File: src/hdl/pcs_pkg.sv
// Package: shared types and constants for the precharge contactor sequencer.
package pcs_pkg;

	localparam int PT_W        = 13;
	localparam int OVL_W       = 16;
	localparam int CFG_DATA_W  = 16;
	localparam int CFG_INDEX_W = 2;
	localparam int PHASE_W     = 3;

	localparam logic [PT_W-1:0]  PT_RESET  = 13'd50;
	localparam logic [OVL_W-1:0] OVL_RESET = 16'd100;

	localparam logic [CFG_INDEX_W-1:0] CFG_IDX_PRECHARGE_TIME = 2'd0;
	localparam logic [CFG_INDEX_W-1:0] CFG_IDX_OVERLAP_TICKS  = 2'd1;

	typedef enum logic [1:0] {
		ACT_TICK_10MS = 2'd0,
		ACT_TICK_1S   = 2'd1,
		ACT_CLOSE_REQ = 2'd2,
		ACT_OPEN_ALL  = 2'd3
	} action_t;

	localparam logic [PHASE_W-1:0] PHASE_IDLE       = 3'd0;
	localparam logic [PHASE_W-1:0] PHASE_CLOSE_PRE  = 3'd1;
	localparam logic [PHASE_W-1:0] PHASE_PRE_WAIT   = 3'd2;
	localparam logic [PHASE_W-1:0] PHASE_CLOSE_MAIN = 3'd3;
	localparam logic [PHASE_W-1:0] PHASE_OVERLAP    = 3'd4;

	typedef enum logic [4:0] {
		ST_IDLE       = 5'b00001,
		ST_CLOSE_PRE  = 5'b00010,
		ST_PRE_WAIT   = 5'b00100,
		ST_CLOSE_MAIN = 5'b01000,
		ST_OVERLAP    = 5'b10000
	} seq_state_t;

	typedef struct packed {
		action_t action;
		logic    relay_already_on;
		logic    engineering_mode;
		logic    system_ready;
		logic    protection_active;
	} req_t;

	typedef struct packed {
		logic               precharge_relay;
		logic               main_relays;
		logic               relay_supply;
		logic               relay_on_pulse;
		logic [PHASE_W-1:0] phase;
	} res_t;

	typedef struct packed {
		logic [PT_W-1:0]  precharge_time;
		logic [OVL_W-1:0] overlap_ticks;
	} cfg_t;

	function automatic logic [PHASE_W-1:0] phase_code(input seq_state_t st);
		logic [PHASE_W-1:0] code;
		case (st)
			ST_IDLE:       code = PHASE_IDLE;
			ST_CLOSE_PRE:  code = PHASE_CLOSE_PRE;
			ST_PRE_WAIT:   code = PHASE_PRE_WAIT;
			ST_CLOSE_MAIN: code = PHASE_CLOSE_MAIN;
			ST_OVERLAP:    code = PHASE_OVERLAP;
			default:       code = PHASE_IDLE;
		endcase
		return code;
	endfunction

endpackage

File: src/hdl/precharge_contactor_sequencer.sv
// Top level: precharge / main contactor sequencer with request and result registers.
// A request waits in the input register, then its result loads the result register.
// Throughput: one request per cycle unless out_stall holds the full result register;
// the two form a two-stage pipe; the sequencer state updates once per request.
// Reset: arst_n (async, active low) returns to idle with all relays open,
// supply off, no pending close, counter zero; precharge_time 50, overlap 100.
module precharge_contactor_sequencer import pcs_pkg::*; #(
	parameter int COUNT_WIDTH    = 16,
	parameter int TICKS_PER_UNIT = 10
) (
	input  logic                   clk,
	input  logic                   arst_n,
	// configuration write port
	input  logic                   cfg_write_en,
	input  logic [CFG_INDEX_W-1:0] cfg_index,
	input  logic [CFG_DATA_W-1:0]  cfg_data,
	// request channel
	input  logic                   in_valid,
	output logic                   in_stall,
	input  logic [1:0]             action,
	input  logic                   relay_already_on,
	input  logic                   engineering_mode,
	input  logic                   system_ready,
	input  logic                   protection_active,
	// result channel
	output logic                   out_valid,
	input  logic                   out_stall,
	output logic                   precharge_relay,
	output logic                   main_relays,
	output logic                   relay_supply,
	output logic                   relay_on_pulse,
	output logic [PHASE_W-1:0]     phase
);

	logic valid_s1;
	req_t req_s1;
	logic out_valid_q;
	logic advance;
	logic fire;
	cfg_t cfg;
	res_t res;

	// The result register moves on when it is empty or being taken.
	assign advance  = !out_valid_q || !out_stall;
	// Stage 1 holds only while its request cannot move into the result register.
	assign in_stall = valid_s1 && !advance;
	assign fire     = valid_s1 && advance;

	always_ff @(posedge clk or negedge arst_n) begin
		if (!arst_n) begin
			valid_s1 <= 1'b0;
		end else if (!in_stall) begin
			valid_s1 <= in_valid;
		end
	end

	// Request payload register; no reset needed.
	always_ff @(posedge clk) begin
		if (in_valid && !in_stall) begin
			req_s1.action            <= action_t'(action);
			req_s1.relay_already_on  <= relay_already_on;
			req_s1.engineering_mode  <= engineering_mode;
			req_s1.system_ready      <= system_ready;
			req_s1.protection_active <= protection_active;
		end
	end

	always_ff @(posedge clk or negedge arst_n) begin
		if (!arst_n) begin
			out_valid_q <= 1'b0;
		end else if (advance) begin
			out_valid_q <= valid_s1;
		end
	end

	pcs_cfg_regs u_cfg (
		.clk          (clk),
		.arst_n       (arst_n),
		.cfg_write_en (cfg_write_en),
		.cfg_index    (cfg_index),
		.cfg_data     (cfg_data),
		.cfg          (cfg)
	);

	// Sequencer: state and the result register both load on fire.
	pcs_seq_core #(
		.COUNT_WIDTH    (COUNT_WIDTH),
		.TICKS_PER_UNIT (TICKS_PER_UNIT)
	) u_core (
		.clk    (clk),
		.arst_n (arst_n),
		.fire   (fire),
		.req    (req_s1),
		.cfg    (cfg),
		.res    (res)
	);

	assign out_valid       = out_valid_q;
	assign precharge_relay = res.precharge_relay;
	assign main_relays     = res.main_relays;
	assign relay_supply    = res.relay_supply;
	assign relay_on_pulse  = res.relay_on_pulse;
	assign phase           = res.phase;

endmodule

File: src/hdl/pcs_cfg_regs.sv
// Configuration registers: precharge time and overlap tick count.
module pcs_cfg_regs import pcs_pkg::*; (
	input  logic                   clk,
	input  logic                   arst_n,
	input  logic                   cfg_write_en,
	input  logic [CFG_INDEX_W-1:0] cfg_index,
	input  logic [CFG_DATA_W-1:0]  cfg_data,
	output cfg_t                   cfg
);

	logic [PT_W-1:0]  precharge_time_q;
	logic [OVL_W-1:0] overlap_ticks_q;

	always_ff @(posedge clk or negedge arst_n) begin
		if (!arst_n) begin
			precharge_time_q <= PT_RESET;
			overlap_ticks_q  <= OVL_RESET;
		end else if (cfg_write_en) begin
			case (cfg_index)
				CFG_IDX_PRECHARGE_TIME: precharge_time_q <= cfg_data[PT_W-1:0];
				CFG_IDX_OVERLAP_TICKS:  overlap_ticks_q  <= cfg_data[OVL_W-1:0];
				default: ;
			endcase
		end
	end

	assign cfg.precharge_time = precharge_time_q;
	assign cfg.overlap_ticks  = overlap_ticks_q;

endmodule

File: src/hdl/pcs_seq_core.sv
// Sequencer state, next-state logic and result register.
module pcs_seq_core import pcs_pkg::*; #(
	parameter int COUNT_WIDTH    = 16,
	parameter int TICKS_PER_UNIT = 10
) (
	input  logic clk,
	input  logic arst_n,
	input  logic fire,
	input  req_t req,
	input  cfg_t cfg,
	output res_t res
);

	localparam int PROD_W = PT_W + $clog2(TICKS_PER_UNIT + 1);
	localparam int W_A    = (PROD_W > COUNT_WIDTH) ? PROD_W : COUNT_WIDTH;
	localparam int CMP_W  = (W_A > OVL_W) ? W_A : OVL_W;
	localparam logic [COUNT_WIDTH-1:0] CNT_MAX = '1;

	seq_state_t             state_q, state_d;
	logic                   close_req_q, close_req_d;
	logic [COUNT_WIDTH-1:0] tick_count_q, tick_count_d;
	logic                   pre_q, pre_d;
	logic                   main_q, main_d;
	logic                   supply_q, supply_d;
	logic                   pulse_d;
	res_t                   res_s2;

	logic [COUNT_WIDTH-1:0] cnt_inc;
	logic [CMP_W-1:0]       pre_target;
	logic                   pre_done;
	logic                   ovl_done;
	logic                   start_ok;

	// saturating count; a target above the counter range ends at saturation
	assign cnt_inc    = (tick_count_q == CNT_MAX) ? tick_count_q
	                                              : tick_count_q + 1'b1;
	assign pre_target = CMP_W'(cfg.precharge_time) * CMP_W'(TICKS_PER_UNIT);
	assign pre_done   = (CMP_W'(cnt_inc) >= pre_target) || (cnt_inc == CNT_MAX);
	assign ovl_done   = CMP_W'(cnt_inc) >= CMP_W'(cfg.overlap_ticks);
	assign start_ok   = !req.relay_already_on && !req.engineering_mode &&
	                    close_req_q && req.system_ready &&
	                    !req.protection_active && (state_q == ST_IDLE);

	always_comb begin
		state_d      = state_q;
		close_req_d  = close_req_q;
		tick_count_d = tick_count_q;
		pre_d        = pre_q;
		main_d       = main_q;
		supply_d     = supply_q;
		pulse_d      = 1'b0;
		case (req.action)
			ACT_TICK_10MS: begin
				case (state_q)
					ST_IDLE: ;
					ST_CLOSE_PRE: begin
						tick_count_d = '0;
						pre_d        = 1'b1;
						state_d      = ST_PRE_WAIT;
					end
					ST_PRE_WAIT: begin
						tick_count_d = cnt_inc;
						if (pre_done) begin
							state_d = ST_CLOSE_MAIN;
						end
					end
					ST_CLOSE_MAIN: begin
						tick_count_d = '0;
						main_d       = 1'b1;
						pulse_d      = 1'b1;
						state_d      = ST_OVERLAP;
					end
					ST_OVERLAP: begin
						tick_count_d = cnt_inc;
						if (ovl_done) begin
							pre_d       = 1'b0;
							close_req_d = 1'b0;
							state_d     = ST_IDLE;
						end
					end
					default: state_d = ST_IDLE;
				endcase
			end
			ACT_TICK_1S: begin
				if (start_ok) begin
					state_d  = ST_CLOSE_PRE;
					supply_d = 1'b1;
				end
			end
			ACT_CLOSE_REQ: close_req_d = 1'b1;
			ACT_OPEN_ALL: begin
				supply_d     = 1'b0;
				main_d       = 1'b0;
				pre_d        = 1'b0;
				state_d      = ST_IDLE;
				close_req_d  = 1'b0;
				tick_count_d = '0;
			end
			default: ;
		endcase
	end

	always_ff @(posedge clk or negedge arst_n) begin
		if (!arst_n) begin
			state_q      <= ST_IDLE;
			close_req_q  <= 1'b0;
			tick_count_q <= '0;
			pre_q        <= 1'b0;
			main_q       <= 1'b0;
			supply_q     <= 1'b0;
		end else if (fire) begin
			state_q      <= state_d;
			close_req_q  <= close_req_d;
			tick_count_q <= tick_count_d;
			pre_q        <= pre_d;
			main_q       <= main_d;
			supply_q     <= supply_d;
		end
	end

	always_ff @(posedge clk) begin
		if (fire) begin
			res_s2.precharge_relay <= pre_d;
			res_s2.main_relays     <= main_d;
			res_s2.relay_supply    <= supply_d;
			res_s2.relay_on_pulse  <= pulse_d;
			res_s2.phase           <= phase_code(state_d);
		end
	end

	assign res = res_s2;

endmodule

File: config.mk
export PLATFORM = sky130hd
export DESIGN_NAME = precharge_contactor_sequencer
export DESIGN_NICKNAME = d
export VERILOG_FILES = /design/src/hdl/pcs_pkg.sv /design/src/hdl/precharge_contactor_sequencer.sv /design/src/hdl/pcs_cfg_regs.sv /design/src/hdl/pcs_seq_core.sv
export SDC_FILE = /design/constraint.sdc
export NUM_CORES = 1
export LEC_CHECK = 0
export BUFFER_PORTS_ARGS = -buffer_cell sky130_fd_sc_hd__buf_4
export CAP_MARGIN = 15
export CELL_PAD_IN_SITES_DETAIL_PLACEMENT = 2
export CELL_PAD_IN_SITES_GLOBAL_PLACEMENT = 2
export CORE_UTILIZATION = 30
export CTS_BUF_LIST = sky130_fd_sc_hd__clkbuf_2
export CTS_CLUSTER_SIZE = 14
export DETAILED_ROUTE_END_ITERATION = 16
export PLACE_DENSITY_LB_ADDON = 0.12
export SETUP_SLACK_MARGIN = 0.4
export SLEW_MARGIN = 5
export SYNTH_ARGS = -nofsm -noshare
export SYNTH_HDL_FRONTEND = slang
export SYNTH_SLANG_ARGS = --single-unit
File: constraint.sdc
create_clock -name clk -period 10.16 [get_ports clk]
set_input_delay 1.016 -clock clk [delete_from_list [all_inputs] [get_ports clk]]
set_output_delay 1.016 -clock clk [all_outputs]
set_load 0.01 [all_outputs]
# Word-level counts from Yosys, hierarchy flattened

Index checks and enable logic that the tools add are counted.
W data, S select, Z words.

Memories kept: 0
Bits in read-only memories: 0
Bits in writable memories: 0
Latch bits: 0
Bits in registers: 69
Logic and storage cells: 89

Equal/unequal tests: 18
Multipliers: 1
Mux-type cells: 20
$add $sub $neg: 1
Bitwise logic cells: 0
Magnitude comparators: 2
Reduce and logical (&&, ||, !) cells: 27
Div/mod/pow operators: 0
Shift operators: 0

Operators with widths:

| kind                    | number |
|---|---|
| $pmux W16 S2            | 2 |
| $eq A16 B16 Y1 const B  | 2 |
| $pmux W5 S5             | 1 |
| $ge A16 B17 Y1          | 1 |
| $add A16 B1 Y16 const B | 1 |
| $ge A16 B16 Y1          | 1 |
| $mul A13 B3 Y16 const B | 1 |
| $mux W16                | 1 |
| $mux W5                 | 3 |
| $pmux W5 S3             | 1 |
| $pmux W3 S4             | 1 |
| $eq A5 B2 Y1 const B    | 2 |
| $eq A5 B3 Y1 const B    | 2 |
| $eq A5 B4 Y1 const B    | 2 |
| $eq A5 B5 Y1 const B    | 2 |
| $logic_and A1 B1 Y1     | 8 |
| $pmux W1 S2             | 4 |
| $logic_not A1 Y1        | 7 |
| $mux W1                 | 6 |
| $eq A5 B1 Y1 const B    | 1 |
| $eq A2 B1 Y1 const B    | 2 |
| $eq A2 B2 Y1 const B    | 2 |
| $logic_not A2 Y1        | 2 |
| $ne A2 B1 Y1 const B    | 2 |
| 9 further kinds         | 12 |

# Depth between registers and ports, before layout

Depth in word-level cells: 10
Depth in mapped cells: 18

# Modules after synthesis

A second synthesis with hierarchy kept.

Cells, all modules: 534
Area total of the unflattened synthesis: 5073.6 sq um

By module, submodules not included:

| module                        | seq. area each (sq um) | cells an instance | area an instance (sq um) | times used |
|---|---|---|---|---|
| pcs_seq_core                  | 837.1                  | 458               | 3679.8                   | 1 |
| pcs_cfg_regs                  | 733.2                  | 62                | 1121.1                   | 1 |
| precharge_contactor_sequencer | 230.2                  | 14                | 272.8                    | 1 |

# Worst setup path after synthesis

OpenSTA, ideal clock, no wires.

Path kind: reg2reg
Start: register u_cfg.precharge_time_q[4]
End: register u_core.res[1] (netlist name)
Period minus slack after synthesis: 3.607 ns
Required time: 9.896 ns
Cell stages (with the launch flop): 18
Arrival: 3.343 ns
Library setup time: 0.264 ns
Setup slack: 6.553 ns
Buffers on the path: 0
Cell sequence: dfstp_2 ha_1 ha_1 a21o_1 a21oi_1 nor2b_1 nor4_1 o31ai_1 o41ai_1 xor2_1 ha_1 nand3_1 nor2_1 o2111ai_1 a31oi_1 o21ai_2 a211oi_1 nor4bb_1

Cells in the longest elaborated chain, start to end: 8

Ends and longest elaborated chain:

| item                                 | RTL line           | text |
|---|---|---|
| start, declared                      | pcs_cfg_regs.sv:11 | `logic [PT_W-1:0] precharge_time_q;` |
| start signal, assigned               | pcs_cfg_regs.sv:20 | `CFG_IDX_PRECHARGE_TIME: precharge_time_q <= cfg_data[PT_W-1:0];` |
| $mul A13 B3 Y16 (*)                  | pcs_seq_core.sv:37 | `assign pre_target = CMP_W'(cfg.precharge_time) * CMP_W'(TICKS_PER_UNIT);` |
| $ge A16 B17 Y1 (*)                   | pcs_seq_core.sv:38 | `assign pre_done = (CMP_W'(cnt_inc) >= pre_target) \|\| (cnt_inc == CNT_MAX);` |
| $logic_or A1 B1 Y1 (*)               | pcs_seq_core.sv:38 |  |
| $mux W5 (*)                          | pcs_seq_core.sv:63 | `if (pre_done) begin` |
| $pmux W5 S5 (*)                      | pcs_seq_core.sv:54 | `case (state_q)` |
| $pmux W5 S3 (*)                      | pcs_seq_core.sv:52 | `case (req.action)` |
| $eq A5 B5 Y1 (tied with other cells) | pcs_pkg.sv:60      | `case (st)` |
| $pmux W3 S4 (*)                      | pcs_pkg.sv:60      |  |

Every way passes the cells marked *; elsewhere a longest branch is shown, timed or not.
A chain may end at the register's enable or synchronous reset.

# Worst setup path after layout

Start: register u_core.tick_count_q[0]
End: register u_core.res[1] (netlist name)

Cells in the longest elaborated chain, start to end: 9

Ends and longest elaborated chain:

| item                                              | RTL line                               | text |
|---|---|---|
| start, declared                                   | pcs_seq_core.sv:21                     | `logic [COUNT_WIDTH-1:0] tick_count_q, tick_count_d;` |
| start signal, assigned                            | pcs_seq_core.sv:114                    | `tick_count_q <= tick_count_d;` |
| $add A16 B1 Y16 or $eq A16 B16 Y1 (tied branches) | pcs_seq_core.sv:36, pcs_seq_core.sv:35 |  |
| $mux W16 (*)                                      | pcs_seq_core.sv:35                     | `assign cnt_inc = (tick_count_q == CNT_MAX) ? tick_count_q` |
| $ge A16 B17 Y1 or $eq A16 B16 Y1 (tied branches)  | pcs_seq_core.sv:38                     |  |
| $logic_or A1 B1 Y1                                | pcs_seq_core.sv:38                     |  |
| $mux W5                                           | pcs_seq_core.sv:63                     |  |
| $pmux W5 S5 (*)                                   | pcs_seq_core.sv:54                     |  |
| $pmux W5 S3 (*)                                   | pcs_seq_core.sv:52                     |  |
| $eq A5 B5 Y1 (tied with other cells)              | pcs_pkg.sv:60                          |  |
| $pmux W3 S4 (*)                                   | pcs_pkg.sv:60                          |  |

Marks and branches as above.

==> results.cfg <==
[sta]
setup_tns_ns = 0
skew_ns = 0.0215
period_minus_slack_ns = 4.83
hold_viol = 0
setup_violations = 0
tightest_slew_ns = 1.10
hold_ws_ns = 0.448
slew_headroom = 0.264
fin_crit_sh = 0.476
setup_ws_ns = 5.33
drv_slew = 0
fmax_mhz = 207
rsz0062_at_grt = false

[drt]
drt_iter0_drc = 90
vias_per_cell = 5.19
wl_um = 14000
dr.pass1.iters = 4
ant_nets = 0
wl_per_cell_um = 18.4
vias = 3963
remaining_drc_errors = 0

[logic_synthesis]
syn_nets = 600
synth_simple_gate_area_frac = 0.171
synthAdderAreaFrac = 0.151
yosysSeqAreaShare = 0.364
ys.flop_type = dfrtp_1
yosysUniqueCellTypes = 66
syn_area_per_cell_um2 = 9.66
synth_top_family_by_area = simple AND/OR/NAND/NOR gates
yosys_warnings = 0
synthXorXnorAreaFrac = 0.0301
async_flop_share = 0.812
synth_compound_area_frac = 0.153
syn_inst = 512
ys_ff_latch = 69
synth_edf_count = 13
syn_area_um2 = 4950
synth_mux_area_frac = 0.0784

[clock_network]
cts_setup_buffers = 0
root_buffer = clkbuf_2
clk_pin_slew_worst_paths_ns = 0.21
clock_sinks = 69
clock_path_buffers = 2
post_cts_resized = 0
hold_buffers = 0
cts_inserted_buffers = 9
cts_max_level = 3
clk_latency_ns = 0.57
tritoncts = built

[power_and_ir_drop]
pwr-share-clk = 0.240
p_leak_nw = 2.58
internal-power_w = 0.000524
ir_drop_uv = 63.3
p_sw_w = 0.000292
powerDensity_nw_per_um2 = 147
p_seq_frac = 0.413
p_sw_frac = 0.357
p_total_w = 0.000816
power_frac_comb = 0.347

[die]
die_w_um = 130
io_pins = 38
die_y_um = 130
die-area_um2 = 17000
core_um2 = 16000
rows = 46
start_util = 0.309

[global_routing]
gr-usage-all-layers = 0.181
grt_overflow = 0
grt_pass1_vias = 4374
grt_pass1_wl_um = 23300
antenna_found_initial = 1
grt_max_degree = 57

[layout]
layout.nets = 630
final_cell_area_um2 = 5560
drive_gt1_frac = 0.192
area_growth_pct = 12.4

[setup_path]
cp-start-kind = flop
endpoint_kind = flop
worstPathRequired_ns = 10.56
path_max_fanout = 14
r2r_slack_ns = 5.33
critPathKind = flop to flop
crit_arrival_ns = 5.23

[place]
place_congestion = 0.824
place_ws_ns = 5.32
place_hpwl_um = 10900
place_area_um2 = 5410
io_buffers = 37

[run]
drv_cap = 0

[status]
status = finished, final reports clean

[min_path]
hold_class = primary input to async pin
-- Yosys cell counts (3+ instances only) --
cell type,number,area [µm²]
mux2i_1,5,50.1
o21ai_0,35,175
o31ai_1,14,105
nand4_1,5,31.3
nand3_1,15,75.1
and3_1,4,25.0
xor2_1,11,96.3
a211oi_1,5,37.5
o21a_1,4,30.0
and2_1,4,25.0
xnor2_1,6,52.6
nor2_1,24,90.1
dfrtp_1,49,1230
edfxtp_1,13,390
nor3b_1,3,22.5
a21oi_1,19,95.1
o211ai_1,3,22.5
a22oi_1,3,22.5
a31oi_1,4,25.0
mux2_2,30,338
o2111ai_1,3,26.3
nor2b_1,7,43.8
a21o_1,6,45.0
nor4_1,8,50.1
nand3b_1,3,22.5
nand4b_1,4,35.0
nor3_1,7,35.0
nand2_1,41,154
clkbuf_1,12,45.0
inv_1,46,173
ha_1,58,726
buf_2,3,15.0
dfstp_2,7,184
nand2b_1,9,56.3
or2_2,3,18.8
-- area by class of cell --
cell class	instances	area (µm²)
timing repair buffer	38	289
inverter	46	173
multi-input combinational	378	2890
clock inverter	6	85.1
sequential	69	1800
fill	1836	10400
antenna	1	2.50
clock buffer	10	50.0
tap	216	270
-- placed cells by master, fill, tap and decap left out, types with 4 or more instances in the layout --
cell type	n
ha_1	58
o21ai_0	35
and3_1	4
inv_1	46
a21o_1	6
a31oi_1	4
and2_1	4
nand3_1	15
nand2_1	41
clkbuf_2	10
xor2_1	11
mux2i_1	5
dfrtp_1	49
nor2_1	24
dfstp_2	7
buf_4	37
edfxtp_1	13
o31ai_1	14
o21a_1	4
nor3_1	7
nor2b_1	7
a211oi_1	5
nor4_1	8
mux2_2	30
nand4b_1	4
xnor2_1	6
nand4_1	5
a21oi_1	19
nand2b_1	9
-- state kept, by name, summed over array words and instances (netlist names) --
name	flops
u_core.close_req_q	1
u_core.res	7
u_cfg.precharge_time_q	13
req_s1	6
u_core.supply_q	1
u_core.tick_count_q	16
u_cfg.overlap_ticks_q	16
valid_s1	1
u_core.state_q	5
out_valid	1
u_core.main_q	1
u_core.pre_q	1
-- power groups by stage --
stage	clock [W]	sequential [W]	combinational [W]
after global routing	0.000214	0.000342	0.000322
after floorplan	0	0.000333	0.000204
after CTS	0.000206	0.000338	0.000289
after detailed placement	0	0.000344	0.000284
final	0.000196	0.000337	0.000283
after global placement	0	0.000342	0.000273
-- logic make-up after synthesis --
logic type               after synthesis
AO/OA/AOI/OAI                        115
buffers and inverters                 65
adder cells (fa/ha/maj)               59
AND/OR/NAND/NOR                      152
XOR/XNOR                              17
multiplexers                          35
flip-flops                            69
-- stage by stage --
step                std cells  utilization
finish                    764        0.347
global placement          746        0.338
detailed placement        746        0.338
CTS                       762        0.347
global route              764        0.347
floorplan                 512            -
-- worst paths after layout --
| check | start | end | depth (start not counted) |
|---|---|---|---|
| min in group clk | u_cfg.overlap_ticks_q[3] | u_cfg.overlap_ticks_q[3] | 1 |
| setup reg to reg | u_core.tick_count_q[0] | u_core.res[1] | 14 |
| setup / recovery | u_core.tick_count_q[0] | u_core.res[1] | 14 |
| hold reg to reg | u_cfg.overlap_ticks_q[3] | u_cfg.overlap_ticks_q[3] | 1 |
| hold / removal | arst_n | u_core.tick_count_q[6] | 1 |
| max in group asynchronous | arst_n | u_cfg.precharge_time_q[6] | 1 |
-- worst max-delay path, cell delays in order, from the launching register on --
cell and delay [ns]:
dfrtp_1 0.58, ha_1 0.35, nand4_2 0.28, nor4_4 0.76
nor2_1 0.17, and3_1 0.25, xor2_1 0.24, ha_1 0.31
a21oi_1 0.14, nor2_1 0.05, a2111oi_0 0.36, o21ai_0 0.16
o21ai_0 0.44, a31o_2 0.30, nor4bb_1 0.26
-- routing by layer --
layer  part of all wire  global-route usage
met5                  0                   0
met4              0.016              0.0636
met3              0.017              0.0244
met2               0.48               0.302
met1               0.48               0.241
No activity file was read; power rests on OpenSTA's default activity.
